**src/rtl/jpeg2000_component_to_rgba8_unit_macros.svh**
```systemverilog
// ----------------------------------------------------------------------------
// jpeg2000_component_to_rgba8_unit_macros.svh
// Assertion helpers shared by the pixel unit.
// ----------------------------------------------------------------------------
`ifndef JPEG2000_COMPONENT_TO_RGBA8_UNIT_MACROS_SVH
`define JPEG2000_COMPONENT_TO_RGBA8_UNIT_MACROS_SVH

// Same-cycle implication, clocked on clk, off while in reset.
`define JC2R_ASSERT_NOW(label, ante, cons, msg) \
	label: assert property (@(posedge clk) disable iff (!arst_n) (ante) |-> (cons)) \
		else $error(msg);

// Next-cycle implication, clocked on clk, off while in reset.
`define JC2R_ASSERT_NEXT(label, ante, cons, msg) \
	label: assert property (@(posedge clk) disable iff (!arst_n) (ante) |=> (cons)) \
		else $error(msg);

`endif

```
**src/rtl/jc2r_pkg.sv**
```systemverilog
// ----------------------------------------------------------------------------
// jc2r_pkg
// Types, register indexes and constants of the component-to-RGBA8 unit.
// ----------------------------------------------------------------------------
package jc2r_pkg;

	localparam int SAMPLE_W    = 32;
	localparam int CFG_INDEX_W = 3;
	localparam int CFG_DATA_W  = 32;

	// Register indexes of the configuration port
	localparam logic [CFG_INDEX_W-1:0] REG_COMPONENT_COUNT = 3'd0;
	localparam logic [CFG_INDEX_W-1:0] REG_COLOR_MODE      = 3'd1;
	localparam logic [CFG_INDEX_W-1:0] REG_PRECISION_ZERO  = 3'd2;
	localparam logic [CFG_INDEX_W-1:0] REG_PRECISION_ONE   = 3'd3;
	localparam logic [CFG_INDEX_W-1:0] REG_PRECISION_TWO   = 3'd4;
	localparam logic [CFG_INDEX_W-1:0] REG_PRECISION_THREE = 3'd5;
	localparam logic [CFG_INDEX_W-1:0] REG_SIGNED_MASK     = 3'd6;

	// Color space codes (anything else is RGB)
	localparam logic [1:0] CS_CMYK = 2'd1;
	localparam logic [1:0] CS_SYCC = 2'd2;

	// BT.601 fixed-point coefficients, scale 1024
	localparam logic signed [11:0] K_CR_RED   = 12'sd1436;
	localparam logic signed [11:0] K_CB_GREEN = 12'sd352;
	localparam logic signed [11:0] K_CR_GREEN = 12'sd731;
	localparam logic signed [11:0] K_CB_BLUE  = 12'sd1815;
	localparam logic signed [8:0]  CHROMA_MID = 9'sd128;
	localparam logic [7:0]         FULL_BYTE  = 8'd255;

	typedef struct packed {
		logic [2:0] component_count;
		logic [1:0] color_mode;
		logic [5:0] precision_zero;
		logic [5:0] precision_one;
		logic [5:0] precision_two;
		logic [5:0] precision_three;
		logic [3:0] signed_mask;
	} cfg_t;

	typedef struct packed {
		logic [7:0] red;
		logic [7:0] green;
		logic [7:0] blue;
		logic [7:0] alpha;
	} pixel_t;

	localparam cfg_t CFG_RESET = '{
		component_count: 3'd3,
		color_mode:      2'd0,
		precision_zero:  6'd8,
		precision_one:   6'd8,
		precision_two:   6'd8,
		precision_three: 6'd8,
		signed_mask:     4'd0
	};

	// Clamp a small signed value to 0..255
	function automatic logic [7:0] clamp_byte(input logic signed [11:0] v);
		logic [7:0] res;
		if (v[11])
			res = 8'd0;
		else if (|v[10:8])
			res = FULL_BYTE;
		else
			res = v[7:0];
		return res;
	endfunction

endpackage

```
**src/rtl/jc2r_convert.sv**
```systemverilog
// ----------------------------------------------------------------------------
// jc2r_convert
// Mode select: grey, grey plus alpha, CMYK, sYCC (BT.601) or RGB.
// ----------------------------------------------------------------------------
module jc2r_convert import jc2r_pkg::*; (
	input  cfg_t       cfg,
	input  logic [7:0] s0,
	input  logic [7:0] s1,
	input  logic [7:0] s2,
	input  logic [7:0] s3,
	output pixel_t     pix
);

	logic               four;
	logic [7:0]         kinv;
	logic [15:0]        pc, pm, py;
	logic [7:0]         cr, cm, cy;
	logic signed [8:0]  cbd, crd;
	logic signed [19:0] pr, pb;
	logic signed [20:0] pg;
	logic signed [11:0] yr, yg, yb;

	assign four = cfg.component_count >= 3'd4;

	// CMYK: floor(p / 255) as ((p + 1) + ((p + 1) >> 8)) >> 8
	function automatic logic [7:0] div255(input logic [15:0] p);
		logic [16:0] t;
		logic [17:0] u;
		t = {1'b0, p} + 17'd1;
		u = {1'b0, t} + {9'd0, t[16:8]};
		return u[15:8];
	endfunction

	assign kinv = four ? (FULL_BYTE - s3) : FULL_BYTE;
	assign pc   = (FULL_BYTE - s0) * kinv;
	assign pm   = (FULL_BYTE - s1) * kinv;
	assign py   = (FULL_BYTE - s2) * kinv;
	assign cr   = div255(pc);
	assign cm   = div255(pm);
	assign cy   = div255(py);

	// sYCC: chroma offsets, products, floor shift by 10
	assign cbd = $signed({1'b0, s1}) - CHROMA_MID;
	assign crd = $signed({1'b0, s2}) - CHROMA_MID;
	assign pr  = crd * K_CR_RED;
	assign pb  = cbd * K_CB_BLUE;
	assign pg  = cbd * K_CB_GREEN + crd * K_CR_GREEN;
	assign yr  = $signed({4'd0, s0}) + 12'(pr >>> 10);
	assign yg  = $signed({4'd0, s0}) - 12'(pg >>> 10);
	assign yb  = $signed({4'd0, s0}) + 12'(pb >>> 10);

	// Mode select
	always_comb begin
		pix.alpha = FULL_BYTE;
		if (cfg.component_count <= 3'd1) begin
			pix.red   = s0;
			pix.green = s0;
			pix.blue  = s0;
		end else if (cfg.component_count == 3'd2) begin
			pix.red   = s0;
			pix.green = s0;
			pix.blue  = s0;
			pix.alpha = s1;
		end else if (cfg.color_mode == CS_CMYK) begin
			pix.red   = cr;
			pix.green = cm;
			pix.blue  = cy;
		end else if (cfg.color_mode == CS_SYCC) begin
			pix.red   = clamp_byte(yr);
			pix.green = clamp_byte(yg);
			pix.blue  = clamp_byte(yb);
			if (four)
				pix.alpha = s3;
		end else begin
			pix.red   = s0;
			pix.green = s1;
			pix.blue  = s2;
			if (four)
				pix.alpha = s3;
		end
	end

endmodule

```
**config.mk**
```make
export PLATFORM = sky130hd
export DESIGN_NAME = jc2r_convert
export DESIGN_NICKNAME = d
export VERILOG_FILES = /design/src/rtl/jpeg2000_component_to_rgba8_unit_macros.svh /design/src/rtl/jc2r_pkg.sv /design/src/rtl/jc2r_convert.sv
export SDC_FILE = /design/constraint.sdc
export NUM_CORES = 1
export LEC_CHECK = 0
export ABC_CLOCK_PERIOD_IN_PS = 18100
export BUFFER_PORTS_ARGS = -buffer_cell sky130_fd_sc_hd__buf_4
export CAP_MARGIN = 20
export CORE_MARGIN = 2
export CORE_UTILIZATION = 60
export DETAILED_ROUTE_END_ITERATION = 12
export PLACE_DENSITY = 0.87
export REMOVE_ABC_BUFFERS = 1
export SLEW_MARGIN = 25
export SYNTH_ARGS = -nofsm -noshare
export SYNTH_HDL_FRONTEND = slang
export SYNTH_SLANG_ARGS = --single-unit
```
**constraint.sdc**
```tcl
create_clock -name vclk -period 18.1
set_input_delay 0.905 -clock vclk [all_inputs]
set_output_delay 0.905 -clock vclk [all_outputs]
set_load 0.01 [all_outputs]
```
==> impl_metrics.toml <==
[cts]
cts_setup_buffers = 0
ctsResizeCount = 0
ctsHoldBuffers = 0

[floorplan]
start_util = 0.608
die_h_microns = 169
die-width_microns = 169
rows = 60
fp.coreArea_sq_um = 26800
io-pin-count = 97
dieArea_sq_um = 28500

[place]
gp_congestion = 0.952
dp_hpwl_microns = 36600
place_inst = 2405
io_buffers = 69

[cells_and_area]
nClkBuffers = 0
diodes = 0
register_area_sq_um = 0
layout.nets = 2661
instances_no_fill = 2405
syn_to_final_growth_pct = 4.65
drive_gt1_frac = 0.0596
final_util = 0.636
final_common_cell = "inv_1"
final_cell_mix = "432 x inv_1, 339 x ha_1, 191 x fa_1, 186 x nor2_1, 106 x nand2_1"
n_sequential_cell = 0

[drt]
num_vias = 14400
avgViaCountPerCell = 5.98
dr_wl_met2_microns = 21000
highest_layer = "met4"
drt_iter0_drc = 996
ant_nets = 0
drt_wl_total_microns = 44600
wire_per_inst_microns = 18.5
wl_met3_microns = 3720
drt_pass1_iterations = 5
wl_met1_microns = 17500
drc_errors = 0

[logic_synthesis]
synth.distinct_cells = 97
yosysSeqAreaShare = 0
syn-mean-instance-area_sq_um = 7.97
syn_area_sq_um = 16300
ys_warn_count = 0
synthCells = 2045

[critical_path]
max_stage_delay_ps = 810
path_delay_family = "adder cells"
slowest_stage = "and2_1"
cp_num_cells = 30
worstSetupStartpointType = "input port"
path_buf_inv = 6
cp-startpoint = "cfg[32]"
cp-end-kind = "output pin"
critical_path_class = "input port to output pin"
critPathArrivalTime_ps = 9240
cp.required_ps = 17190
cp_max_fo = 21

[min_path]
hold_start = "s3[6]"
hold_path_class = "input port to output pin"
hold-path-cell-count = 3

[timing]
rsz0062_at_grt = "false"
period_needed_ps = 10150
period_share = 0.561
tightest_slew_ps = 954
relSlewSlack = 0.362
fmax_ghz = 0.0985
drv_slew = 0
whs_ps = 2140
finalSetupViolCount = 0
hold_viol = 0
tns_ps = 0

[grt]
gr-total-overflow = 0
grt_antenna_before_repair = 2
track_usage = 0.313
grt_max_degree = 25
grt_pass1_wl_microns = 71700
grt_pass1_vias = 14700

[status]
status = "completed"

[run]
maxCapViolCount = 0
logic make-up after synthesis:
logic type,Yosys count,share of synthesized area
xor gates and xnor gates,134,0.0739
adders and majority gates,532,0.496
and+or+nand+nor,534,0.164
AOI/OAI and AO/OA,351,0.148
buffers and inverters,488,0.114
muxes,6,0.00376
synth_stat cells (all sizes together), types with 9 or more instances:
cell / number / area (sq um)
xnor2: 78 / 698
and3: 10 / 62.6
or2: 11 / 68.8
nand3: 27 / 140
nand2b: 65 / 407
nand2: 106 / 398
ha: 339 / 4240
nor2b: 18 / 113
and2: 20 / 130
a21o: 37 / 279
nor3: 28 / 155
o211ai: 10 / 80.1
buf: 13 / 67.6
a31oi: 14 / 93.8
a211oi: 20 / 168
nand4: 17 / 106
inv: 432 / 1620
clkbuf: 41 / 154
o21bai: 9 / 67.6
nor2: 187 / 704
fa: 191 / 3820
a211o: 10 / 96.4
o21ai: 82 / 410
a21oi: 81 / 413
o21a: 24 / 180
xor2: 56 / 505
cell type report:
type,count,area [sq um]
fillers,2245,9750
inverters,434,1630
multi-input cells,1557,14400
well taps,341,427
repair buffers,73,548
stage by stage:
step	instance area (sq um)	worst slack, ps
2_1_floorplan	16100	9540
3_3_place_gp	17100	8410
3_5_place_dp	17100	8220
4_1_cts	17100	8200
5_1_grt	17100	7500
6_report	17100	7950
worst paths after layout:
kind	slack (ps)	end
worst max-delay path	7950	pix[22]
worst min-delay path	2140	pix[6]
tightest hold or removal path: stages:
cell and delay (ps):
buf_4 80, o22a_1 130, buf_4 110
routing by layer:
layer / vias up / track usage
met2: 581 / 0.548
met4: 0 / 0.129
li1: 6724 / -
met1: 6905 / 0.384
met3: 162 / 0.0500
met5: - / 0
Power is left out: the tool's default activity adds up to more than one toggle a clock period on the data nets, which glitch-free logic cannot reach.
