--- config.mk ---
export PLATFORM = sky130hd
export DESIGN_NAME = jc2r_norm
export DESIGN_NICKNAME = d
export VERILOG_FILES = /design/src/rtl/jpeg2000_component_to_rgba8_unit_macros.svh /design/src/rtl/jc2r_pkg.sv /design/src/rtl/jc2r_norm.sv
export SDC_FILE = /design/constraint.sdc
export NUM_CORES = 1
export LEC_CHECK = 0
export ABC_AREA = 1
export ABC_CLOCK_PERIOD_IN_PS = 8800
export BUFFER_PORTS_ARGS = -buffer_cell sky130_fd_sc_hd__buf_2
export CAP_MARGIN = 20
export CORE_AREA = 3 3 150 152
export DETAILED_ROUTE_END_ITERATION = 16
export DIE_AREA = 0 0 153 155
export PLACE_DENSITY_LB_ADDON = 0.08
export SLEW_MARGIN = 0
export SYNTH_ARGS = -nofsm -noshare
export SYNTH_HDL_FRONTEND = slang
export SYNTH_SLANG_ARGS = --single-unit
--- constraint.sdc ---
create_clock -name vclk -period 8.8
set_input_delay 0.88 -clock vclk [all_inputs]
set_output_delay 0.88 -clock vclk [all_outputs]
set_load 0.1 [all_outputs]
--- src/rtl/jpeg2000_component_to_rgba8_unit_macros.svh ---
// ----------------------------------------------------------------------------
// jpeg2000_component_to_rgba8_unit_macros.svh
// Assertion helpers shared by the pixel unit.
// ----------------------------------------------------------------------------
`ifndef JPEG2000_COMPONENT_TO_RGBA8_UNIT_MACROS_SVH
`define JPEG2000_COMPONENT_TO_RGBA8_UNIT_MACROS_SVH

// Same-cycle implication, clocked on clk, off while in reset.
`define JC2R_ASSERT_NOW(label, ante, cons, msg) \
	label: assert property (@(posedge clk) disable iff (!arst_n) (ante) |-> (cons)) \
		else $error(msg);

// Next-cycle implication, clocked on clk, off while in reset.
`define JC2R_ASSERT_NEXT(label, ante, cons, msg) \
	label: assert property (@(posedge clk) disable iff (!arst_n) (ante) |=> (cons)) \
		else $error(msg);

`endif

--- src/rtl/jc2r_pkg.sv ---
// ----------------------------------------------------------------------------
// jc2r_pkg
// Types, register indexes and constants of the component-to-RGBA8 unit.
// ----------------------------------------------------------------------------
package jc2r_pkg;

	localparam int SAMPLE_W    = 32;
	localparam int CFG_INDEX_W = 3;
	localparam int CFG_DATA_W  = 32;

	// Register indexes of the configuration port
	localparam logic [CFG_INDEX_W-1:0] REG_COMPONENT_COUNT = 3'd0;
	localparam logic [CFG_INDEX_W-1:0] REG_COLOR_MODE      = 3'd1;
	localparam logic [CFG_INDEX_W-1:0] REG_PRECISION_ZERO  = 3'd2;
	localparam logic [CFG_INDEX_W-1:0] REG_PRECISION_ONE   = 3'd3;
	localparam logic [CFG_INDEX_W-1:0] REG_PRECISION_TWO   = 3'd4;
	localparam logic [CFG_INDEX_W-1:0] REG_PRECISION_THREE = 3'd5;
	localparam logic [CFG_INDEX_W-1:0] REG_SIGNED_MASK     = 3'd6;

	// Color space codes (anything else is RGB)
	localparam logic [1:0] CS_CMYK = 2'd1;
	localparam logic [1:0] CS_SYCC = 2'd2;

	// BT.601 fixed-point coefficients, scale 1024
	localparam logic signed [11:0] K_CR_RED   = 12'sd1436;
	localparam logic signed [11:0] K_CB_GREEN = 12'sd352;
	localparam logic signed [11:0] K_CR_GREEN = 12'sd731;
	localparam logic signed [11:0] K_CB_BLUE  = 12'sd1815;
	localparam logic signed [8:0]  CHROMA_MID = 9'sd128;
	localparam logic [7:0]         FULL_BYTE  = 8'd255;

	typedef struct packed {
		logic [2:0] component_count;
		logic [1:0] color_mode;
		logic [5:0] precision_zero;
		logic [5:0] precision_one;
		logic [5:0] precision_two;
		logic [5:0] precision_three;
		logic [3:0] signed_mask;
	} cfg_t;

	typedef struct packed {
		logic [7:0] red;
		logic [7:0] green;
		logic [7:0] blue;
		logic [7:0] alpha;
	} pixel_t;

	localparam cfg_t CFG_RESET = '{
		component_count: 3'd3,
		color_mode:      2'd0,
		precision_zero:  6'd8,
		precision_one:   6'd8,
		precision_two:   6'd8,
		precision_three: 6'd8,
		signed_mask:     4'd0
	};

	// Clamp a small signed value to 0..255
	function automatic logic [7:0] clamp_byte(input logic signed [11:0] v);
		logic [7:0] res;
		if (v[11])
			res = 8'd0;
		else if (|v[10:8])
			res = FULL_BYTE;
		else
			res = v[7:0];
		return res;
	endfunction

endpackage

--- src/rtl/jc2r_norm.sv ---
// ----------------------------------------------------------------------------
// jc2r_norm
// Normalizes one raw sample to 8 bits: signed bias, shift, clamp.
// ----------------------------------------------------------------------------
module jc2r_norm import jc2r_pkg::*; (
	input  logic signed [SAMPLE_W-1:0] sample,
	input  logic [5:0]                 prec,
	input  logic                       sgn,
	output logic [7:0]                 byte_out
);

	always_comb begin
		logic signed [32:0] biased;
		logic signed [40:0] wide;
		logic [4:0]         rsh;
		logic [2:0]         lsh;

		// Half-range bias for signed samples below 31 bits
		biased = {sample[SAMPLE_W-1], sample};
		if (sgn && prec < 6'd31 && prec != 6'd0)
			biased = biased + (33'sd1 <<< (prec - 6'd1));

		// Shift toward 8 bits (floor on the right shift)
		rsh  = 5'(prec - 6'd8);
		lsh  = 3'(6'd8 - prec);
		wide = {{8{biased[32]}}, biased};
		if (prec > 6'd8)
			wide = wide >>> rsh;
		else if (prec < 6'd8)
			wide = wide <<< lsh;

		// Clamp; out-of-range precision gives zero
		if (prec == 6'd0 || prec > 6'd32)
			byte_out = 8'd0;
		else if (wide[40])
			byte_out = 8'd0;
		else if (|wide[39:8])
			byte_out = FULL_BYTE;
		else
			byte_out = wide[7:0];
	end

endmodule

==> results of run 1 <==
-- cells in the mapped netlist, types with 2 or more instances --
| master | number |
|---|---|
| a21oi_1 | 50 |
| a31oi_1 | 9 |
| and2_1 | 2 |
| buf_1 | 8 |
| buf_2 | 14 |
| buf_6 | 7 |
| clkbuf_1 | 12 |
| clkinv_1 | 3 |
| ha_1 | 40 |
| inv_1 | 154 |
| inv_2 | 10 |
| nand2_1 | 499 |
| nand2_2 | 9 |
| nand2_4 | 3 |
| nand3_1 | 197 |
| nand3_2 | 17 |
| nand3b_1 | 10 |
| nand4_1 | 8 |
| nor2_1 | 122 |
| nor2_2 | 7 |
| nor2_4 | 4 |
| nor3_1 | 13 |
| o211ai_1 | 9 |
| o21ai_0 | 25 |
| o21ai_1 | 10 |
| o21ai_2 | 6 |
| o21bai_1 | 6 |
| o221ai_1 | 3 |
| or2_1 | 6 |
| or2_2 | 7 |
| or2_4 | 6 |
-- power by group through the flow --
stage	Clock, W	Combinational [W]	Sequential, W
after floorplan	0	0.000266	0
after global placement	0	0.000363	0
after detailed placement	0	0.000358	0
after CTS	0	0.000360	0
after global routing	0	0.000403	0
final	0	0.000362	0
-- per-layer routing --
| metal | wire length (um) | vias up | share of wire (%) |
|---|---|---|---|
| li1 | - | 4180 | - |
| met1 | 13100 | 3669 | 50 |
| met2 | 11600 | 222 | 45 |
| met3 | 1100 | 16 | 4.2 |
| met4 | 314 | 0 | 1.2 |
| met5 | 0 | - | 0 |
-- path summary, 6_finish.rpt --
path | to | from | depth (start not counted)
max | byte_out[6] | prec[3] | 40
min | byte_out[2] | prec[5] | 6
-- area by class of cell --
type | count | area (um^2) | area share, %
multi-input combinational | 1082 | 5310 | 80.8
inverter | 167 | 627 | 9.55
tap | 275 | 344 | 5.24
timing repair buffer | 54 | 288 | 4.38
-- cell families (layout without fill, tap and decap cells) --
kind of cell	Yosys count	in the layout	synth area share, %
adder cells (fa/ha/maj)	41	41	8.46
AO/OA/AOI/OAI	126	126	11.9
multiplexers	1	1	0.163
XOR/XNOR	1	1	0.142
AND/OR/NAND/NOR	913	913	65.5
buffers and inverters	208	221	13.8
-- metrics by stage --
stage               instance area, um^2  hold WS, ns  instances  power [W]
CTS                                6560         2.56       1577   0.000360
global route                       6560         2.58       1578   0.000403
global placement                   6560         2.55       1577   0.000363
floorplan                          6160         2.32       1290   0.000266
detailed placement                 6560         2.56       1577   0.000358
finish                             6560         2.55       1578   0.000362
==> results.sh, run 1 <==
export IMPL_n_fill_cell=2537
export IMPL_layout_common_cells="nand2_1, nand3_1, inv_1"
export IMPL_coreArea_um2=21200
export IMPL_min_path_type="in2out"
export IMPL_cp_top_family="simple AND/OR/NAND/NOR gates"
export IMPL_drt_iter0_drc=723
export IMPL_post_cts_resized=0
export IMPL_yosysWarnings=0
export IMPL_drv_slew=0
export IMPL_grtUsageMet2_pct=35.9
export IMPL_slew_headroom_pct=43.5
export IMPL_vias=8087
export IMPL_finalSetupTns_ns=0
export IMPL_avgSynthCellArea_um2=4.77
export IMPL_firstDrtPassIters=5
export IMPL_antenna_found_initial=0
export IMPL_ir_worst_vdd_uv=24.9
export IMPL_gr_usage_met1_pct=31.2
export IMPL_p_clk_share_pct=0
export IMPL_p_per_area_nw_per_um2=55.2
export IMPL_p_switching_w=0.000259
export IMPL_wl_per_cell_um=16.5
export IMPL_wl_um=26100
export IMPL_p_int_w=0.000103
export IMPL_mappedNetlistNets=1370
export IMPL_crit_type="in2out"
export IMPL_cpPeakStageDelay_ns=0.42
export IMPL_io_pins=47
export IMPL_area_delta_synth_final_pct=6.63
export IMPL_grt_pass1_vias=7478
export IMPL_nClkBuffers=0
export IMPL_path_max_fanout=24
export IMPL_die_area_um2=23700
export IMPL_p_seq_share_pct=0
export IMPL_cp_end_kind="primary output"
export IMPL_dpl_hpwl_um=21900
export IMPL_grt_ovfl_total=0
export IMPL_tightest_slew_ns=0.845
export IMPL_top_usage_layer="met2"
export IMPL_fin_crit_sh_pct=82.5
export IMPL_vias_per_cell=5.12
export IMPL_crit_buf_inv=7
export IMPL_use_met3_pct=0.584
export IMPL_seq_area_um2=0
export IMPL_grt_pass1_wl_um=41200
export IMPL_die_h_um=155
export IMPL_max_freq_mhz=138
export IMPL_p_comb_share_pct=100.0
export IMPL_fp_row_count=53
export IMPL_critPathArrivalTime_ns=6.38
export IMPL_cp_common_cell="nand2_1"
export IMPL_route_detailed_drc=0
export IMPL_worst_path_max_delay_cell="buf_2"
export IMPL_seq_cells=0
export IMPL_drive_above_1_share_pct=9.59
export IMPL_n_antenna_cell=0
export IMPL_final_util_pct=31.0
export IMPL_synth_cell_types=45
export IMPL_sw_frac_of_total_pct=71.5
export IMPL_nNetsFinal=1385
export IMPL_postCtsSetupRepairBufs=0
export IMPL_yosysTopAreaCellShare_pct=30.4
export IMPL_ant_nets=0
export IMPL_layout_setup_ws_ns=1.54
export IMPL_grt_usage_pct=21.2
export IMPL_netlist_instances=1290
export IMPL_period_minus_slack_ns=7.26
export IMPL_gp_routability_congestion=0.892
export IMPL_hold_viol=0
export IMPL_status="finished, final reports clean"
export IMPL_leakagePower_nw=3.73
export IMPL_start_util_pct=29.1
export IMPL_start_kind="primary input"
export IMPL_grt_max_degree=43
export IMPL_synth_area_leaders="nand2_1, nand3_1, inv_1"
export IMPL_synth_area_um2=6160
export IMPL_cts_hold_buf=0
export IMPL_io_buffers=47
export IMPL_grt_setup_unrepaired="false"
export IMPL_dieWidth_um=153
export IMPL_preCtsSetupSlack_ns=1.57
export IMPL_max_cap_violations=0
export IMPL_cp_required_ns=7.92
export IMPL_final_common_cell="nand2_1"
export IMPL_synth_largest_area_cell="nand2_1"
export IMPL_setup_viol_count_final=0
export IMPL_synth_seq_area_share_pct=0
No activity file was read; power rests on OpenSTA's default activity.
==> inputs of run 2 (changes only) <==
--- a/config.mk
+++ b/config.mk
@@ -5,13 +5,13 @@
 export SDC_FILE = /design/constraint.sdc
 export NUM_CORES = 1
 export LEC_CHECK = 0
-export ABC_AREA = 1
-export ABC_CLOCK_PERIOD_IN_PS = 8800
+export ABC_AREA = 0
+export ABC_CLOCK_PERIOD_IN_PS = 6000
 export BUFFER_PORTS_ARGS = -buffer_cell sky130_fd_sc_hd__buf_2
 export CAP_MARGIN = 20
-export CORE_AREA = 3 3 150 152
+export CORE_AREA = 3 3 156 158
 export DETAILED_ROUTE_END_ITERATION = 16
-export DIE_AREA = 0 0 153 155
+export DIE_AREA = 0 0 159 161
 export PLACE_DENSITY_LB_ADDON = 0.08
 export SLEW_MARGIN = 0
 export SYNTH_ARGS = -nofsm -noshare
==> constraint.sdc (replaced) <==
create_clock -name vclk -period 6
set_input_delay 0.6 -clock vclk [all_inputs]
set_output_delay 0.6 -clock vclk [all_outputs]
set_load 0.1 [all_outputs]
==> run 2 against run 1 <==
Effect of this change:
- flip-flop and latch count unchanged
- hold slack got worse by 0.48 ns
- the run now ends with negative setup slack left
- total power increased by 140%
- count of clock-buffer cells in the layout unchanged
- via count increased by 20%
- cell count increased by 8.0%
==> results.sh, run 2 <==
export IMPL_max_freq_mhz=157
export IMPL_synth_cell_types=97
export IMPL_place_area_um2=9860
export IMPL_die_area_um2=25600
export IMPL_die_h_um=161
export IMPL_leakagePower_nw=4.59
export IMPL_worst_path_max_delay_cell="a221o_1"
export IMPL_period_minus_slack_ns=6.37
export IMPL_io_pins=47
export IMPL_antenna_found_initial=0
export IMPL_critPathArrivalTime_ns=5.77
export IMPL_setup_viol_count_final=8
export IMPL_route_detailed_drc=0
export IMPL_seq_cells=0
export IMPL_cp_top_family="compound AO/OA/AOI/OAI gates"
export IMPL_nClkBuffers=0
export IMPL_drive_above_1_share_pct=44.8
export IMPL_grt_usage_pct=25.9
export IMPL_status="finished with violations"
export IMPL_drt_iter0_drc=629
export IMPL_grt_pass1_vias=9268
export IMPL_fin_area_um2=10900
export IMPL_path_max_fanout=8
export IMPL_slew_headroom_pct=58.8
export IMPL_io_buffers=47
export IMPL_dpl_hpwl_um=28200
export IMPL_layout_setup_ws_ns=-0.369
export IMPL_synth_largest_area_cell="ha_1"
export IMPL_start_util_pct=28.6
export IMPL_firstDrtPassIters=5
export IMPL_crit_type="in2out"
export IMPL_vias_per_cell=5.71
export IMPL_nNetsFinal=1468
export IMPL_crit_buf_inv=6
export IMPL_area_delta_synth_final_pct=64.1
export IMPL_final_common_cell="buf_4"
export IMPL_hold_start="prec[5]"
export IMPL_ir_worst_vdd_uv=31.7
export IMPL_hold_viol=0
export IMPL_synth_area_um2=6660
export IMPL_min_path_type="in2out"
export IMPL_vias=9729
export IMPL_avgSynthCellArea_um2=6.47
export IMPL_fp_row_count=56
export IMPL_tightest_slew_ns=0.600
export IMPL_seq_area_um2=0
export IMPL_coreArea_um2=23300
export IMPL_max_cap_violations=0
export IMPL_worstHoldPathCells=6
export IMPL_yosysTopAreaCellShare_pct=7.51
export IMPL_wl_um=34800
export IMPL_cp_required_ns=5.40
export IMPL_grt_setup_unrepaired="true"
export IMPL_mappedNetlistNets=1110
export IMPL_ant_nets=0
export IMPL_fin_crit_sh_pct=106
export IMPL_grt_pass1_wl_um=54000
export IMPL_start_kind="primary input"
export IMPL_grt_ovfl_total=0
export IMPL_yosysWarnings=0
export IMPL_cpPeakStageDelay_ns=0.39
export IMPL_dieWidth_um=159
export IMPL_gp_routability_congestion=0.937
export IMPL_p_per_area_nw_per_um2=80.6
export IMPL_synth_seq_area_share_pct=0
export IMPL_n_antenna_cell=0
export IMPL_cp_end_kind="primary output"
export IMPL_violations="negative setup slack"
export IMPL_drv_slew=0
export IMPL_grt_max_degree=46
export IMPL_cts_hold_buf=0
export IMPL_synth_area_leaders="ha_1, nand2_1, nor2_1"
export IMPL_layout_common_cells="buf_4, nand2_1, nor2_1"
export IMPL_final_util_pct=47.0
export IMPL_ys_top_cells_by_count="nand2_1, nor2_1, a21oi_1, o21ai_0"
export IMPL_min_to="byte_out[7]"
export IMPL_wl_per_cell_um=20.4
export IMPL_yosysMostFrequentCell="nand2_1"
export IMPL_netlist_instances=1030
-- run 2: worst max-delay path by stage --
stage,depth (start not counted),end,start
6_report,26,byte_out[2],prec[0]
5_1_grt,26,byte_out[2],prec[0]
4_1_cts,27,byte_out[5],prec[1]
3_5_place_dp,28,byte_out[2],prec[3]
3_3_place_gp,24,byte_out[5],prec[1]
2_1_floorplan,28,byte_out[2],prec[0]
-- run 2: power breakdown --
group | leakage [nW] | switching [W] | internal, W
combinational | 4.59 | 0.000483 | 0.000398
sequential | 0 | 0 | 0
clock | 0 | 0 | 0
total | 4.59 | 0.000483 | 0.000398
-- run 2: cells by family (layout without fill, tap and decap cells) --
logic type | Yosys count | count (layout) | share of synthesized area [%]
compound gates | 391 | 391 | 42.7
xor+xnor | 12 | 12 | 1.58
fa+ha+maj | 41 | 41 | 7.81
buf+inv | 97 | 453 | 6.20
mux | 57 | 57 | 10.4
simple gates | 432 | 432 | 31.3
-- run 2: routing by layer --
metal | vias to the layer above | global-route usage, % | share of wire, %
li1 | 4702 | - | -
met1 | 4695 | 36.9 | 46
met2 | 287 | 43.8 | 47
met3 | 45 | 1.10 | 4.4
met4 | 0 | 5.17 | 2.3
met5 | - | 0 | 0
-- run 2: per-stage QoR --
stage	instances	setup TNS, ns	setup slack, ns	hold WS, ns	power [W]
2_1_floorplan	1030	-5.80	-0.788	1.82	0.000444
3_3_place_gp	1665	-7.03	-0.904	2.16	0.000799
3_5_place_dp	1665	-7.07	-0.910	2.17	0.000798
4_1_cts	1691	-2.57	-0.354	2.07	0.000848
5_1_grt	1705	-4.22	-0.565	2.11	0.000945
6_report	1705	-2.66	-0.369	2.07	0.000881
-- run 2: layout make-up --
type	count	area, um^2
tap	319	399
inverter	25	104
multi-input combinational	933	7080
timing repair buffer	428	3350
fill	2446	12300
-- run 2: repair_timing --
item / 4_1_cts / 5_1_grt
endpoints found under the setup margin: 8 / 8
gates resized for setup: 139 / 54
buffers inserted: 27 / 14
gates cloned: 0 / 0
pin swaps: 36 / 27
hold endpoints to repair: 0 / 0
==> inputs of run 3 (changes only) <==
--- a/config.mk
+++ b/config.mk
@@ -6,12 +6,12 @@
 export NUM_CORES = 1
 export LEC_CHECK = 0
 export ABC_AREA = 0
-export ABC_CLOCK_PERIOD_IN_PS = 6000
+export ABC_CLOCK_PERIOD_IN_PS = 6350
 export BUFFER_PORTS_ARGS = -buffer_cell sky130_fd_sc_hd__buf_2
 export CAP_MARGIN = 20
-export CORE_AREA = 3 3 156 158
+export CORE_AREA = 3 3 130 132
 export DETAILED_ROUTE_END_ITERATION = 16
-export DIE_AREA = 0 0 159 161
+export DIE_AREA = 0 0 133 135
 export PLACE_DENSITY_LB_ADDON = 0.08
 export SLEW_MARGIN = 0
 export SYNTH_ARGS = -nofsm -noshare
==> constraint.sdc (replaced) <==
create_clock -name vclk -period 6.35
set_input_delay 0.635 -clock vclk [all_inputs]
set_output_delay 0.635 -clock vclk [all_outputs]
set_load 0.1 [all_outputs]
==> run 3 against run 2 <==
Effect of this change:
- the flow still finishes with violations (negative setup slack)
- wire length decreased by 7.8%
- cell count decreased by 7.9%
- combinational power decreased by 9.3%
- hold slack improved by 0.030 ns
- final area decreased by 4.3%
- critical path type unchanged
- largest power group unchanged
- highest routed layer unchanged
==> results.sh, run 3 (same netlist as run 2, synthesis figures left out) <==
export IMPL_status="finished with violations"
export IMPL_violations="negative setup slack"
export IMPL_io_buffers=47
export IMPL_sw_frac_of_total_pct=55.8
export IMPL_preCtsSetupSlack_ns=-0.608
export IMPL_cp_common_cell="buf_12"
export IMPL_crit_cells=24
export IMPL_coreArea_um2=15800
export IMPL_grt_usage_pct=34.2
export IMPL_ir_worst_vdd_uv=64.3
export IMPL_antenna_found_initial=0
export IMPL_wl_um=32100
export IMPL_die_h_um=135
export IMPL_start_util_pct=42.1
export IMPL_period_minus_slack_ns=6.50
export IMPL_die_area_um2=18000
export IMPL_drt_iter0_drc=1011
export IMPL_p_switching_w=0.000446
export IMPL_max_freq_mhz=154
export IMPL_p_seq_share_pct=0
export IMPL_cpPeakStageDelay_ns=0.42
export IMPL_whs_ns=2.10
export IMPL_layout_setup_ws_ns=-0.151
export IMPL_nClkBuffers=0
export IMPL_critPathArrivalTime_ns=5.87
export IMPL_crit_type="in2out"
export IMPL_worstHoldPathCells=6
export IMPL_p_per_area_nw_per_um2=76.3
export IMPL_cp_required_ns=5.71
export IMPL_leakagePower_nw=4.40
export IMPL_fin_crit_sh_pct=102
export IMPL_cp_top_family="compound AO/OA/AOI/OAI gates"
export IMPL_finalSetupTns_ns=-0.941
export IMPL_seq_area_um2=0
export IMPL_drv_slew=0
export IMPL_firstDrtPassIters=8
export IMPL_multi_input_area_um2=6980
export IMPL_slew_headroom_pct=41.1
export IMPL_worst_path_max_delay_cell="or3_4"
export IMPL_hold_viol=0
export IMPL_vias_per_cell=6.23
export IMPL_p_clk_share_pct=0
export IMPL_path_cells="buf_12 > o31a_1 > or3_4 > and3_1 > buf_4 > nand2_2 > nor2_1 > ha_1 > a21oi_2 > o21a_1 > o21ai_1 > nor3b_1 > buf_4 > nor2_1 > mux2_2 > o2111a_1 > o41ai_2 > or3_1 > nand4b_1 > a221o_1 > a21oi_4 > buf_12 > a31oi_4 > buf_12"
export IMPL_layout_common_cells="buf_4, nand2_1, nor2_1"
export IMPL_crit_buf_inv=5
export IMPL_ant_nets=0
export IMPL_min_path_type="in2out"
export IMPL_path_max_fanout=8
export IMPL_max_cap_violations=0
export IMPL_tightest_slew_ns=0.877
export IMPL_start_kind="primary input"
export IMPL_vias=9781
export IMPL_grt_ovfl_total=0
export IMPL_setup_viol_count_final=8
export IMPL_fin_area_um2=10500
export IMPL_cp_end_kind="primary output"
export IMPL_fp_row_count=46
export IMPL_place_inst=1526
export IMPL_grt_pass1_wl_um=50200
export IMPL_grt_max_degree=64
export IMPL_p_int_w=0.000353
export IMPL_final_common_cell="buf_4"
export IMPL_route_detailed_drc=0
export IMPL_dpl_hpwl_um=25000
export IMPL_n_antenna_cell=0
export IMPL_final_cells=1570
export IMPL_wl_per_cell_um=20.4
export IMPL_seq_cells=0
export IMPL_drive_above_1_share_pct=43.0
export IMPL_dieWidth_um=133
export IMPL_p_comb_share_pct=100.0
export IMPL_place_area_um2=9430
export IMPL_io_pins=47
export IMPL_nNetsFinal=1436
export IMPL_grt_setup_unrepaired="true"
export IMPL_gp_routability_congestion=0.996
export IMPL_grt_pass1_vias=9341
export IMPL_n_fill_cell=1432
export IMPL_area_delta_synth_final_pct=57.1
[run 3: changes by cell type in the layout (fill, tap and decap cells not counted), sizes merged]
cell	delta
inv	+2
clkinv	-2
buf	-32
[run 3: timing repair]
| action | in CTS | in global routing |
|---|---|---|
| endpoints found under the setup margin | 8 | 8 |
| gates resized for setup | 118 | 63 |
| pin swaps | 51 | 47 |
| hold buffers | 0 | 0 |
| buffers inserted | 31 | 14 |
[run 3: worst paths after layout]
| kind | startpoint | to | slack, ns |
|---|---|---|---|
| hold / removal | prec[5] | byte_out[6] | 2.10 |
| setup / recovery | prec[1] | byte_out[3] | -0.15 |
[run 3: stage by stage]
step	power, W	utilization (%)
6_report	0.000799	66.1
5_1_grt	0.000852	66.1
4_1_cts	0.000755	63.8
3_5_place_dp	0.000710	59.5
3_3_place_gp	0.000711	59.5
2_1_floorplan	0.000419	-
[run 3: cell type report]
cell class | instances | area share [%]
tap | 216 | 2.58
timing repair buffer | 396 | 29.7
multi-input combinational | 933 | 66.7
inverter | 25 | 1.06
[run 3: power by group through the flow]
stage	registers [W]	logic [W]	clock network, W
after floorplan	0	0.000419	0
after global routing	0	0.000852	0
after CTS	0	0.000755	0
after detailed placement	0	0.000710	0
after global placement	0	0.000711	0
final	0	0.000799	0
[run 3: tightest hold or removal path, cell delays in order]
cell and delay, ns:
buf_2 0.12, buf_4 0.14, a221o_1 0.19, buf_12 0.17
a21oi_4 0.05, buf_12 0.16
[run 3: layer usage]
layer  part of all wire (%)  GRT usage (%)
met5                      0              0
met4                    3.8           10.9
met3                    7.3           2.79
met2                     46           58.3
met1                     42           45.8
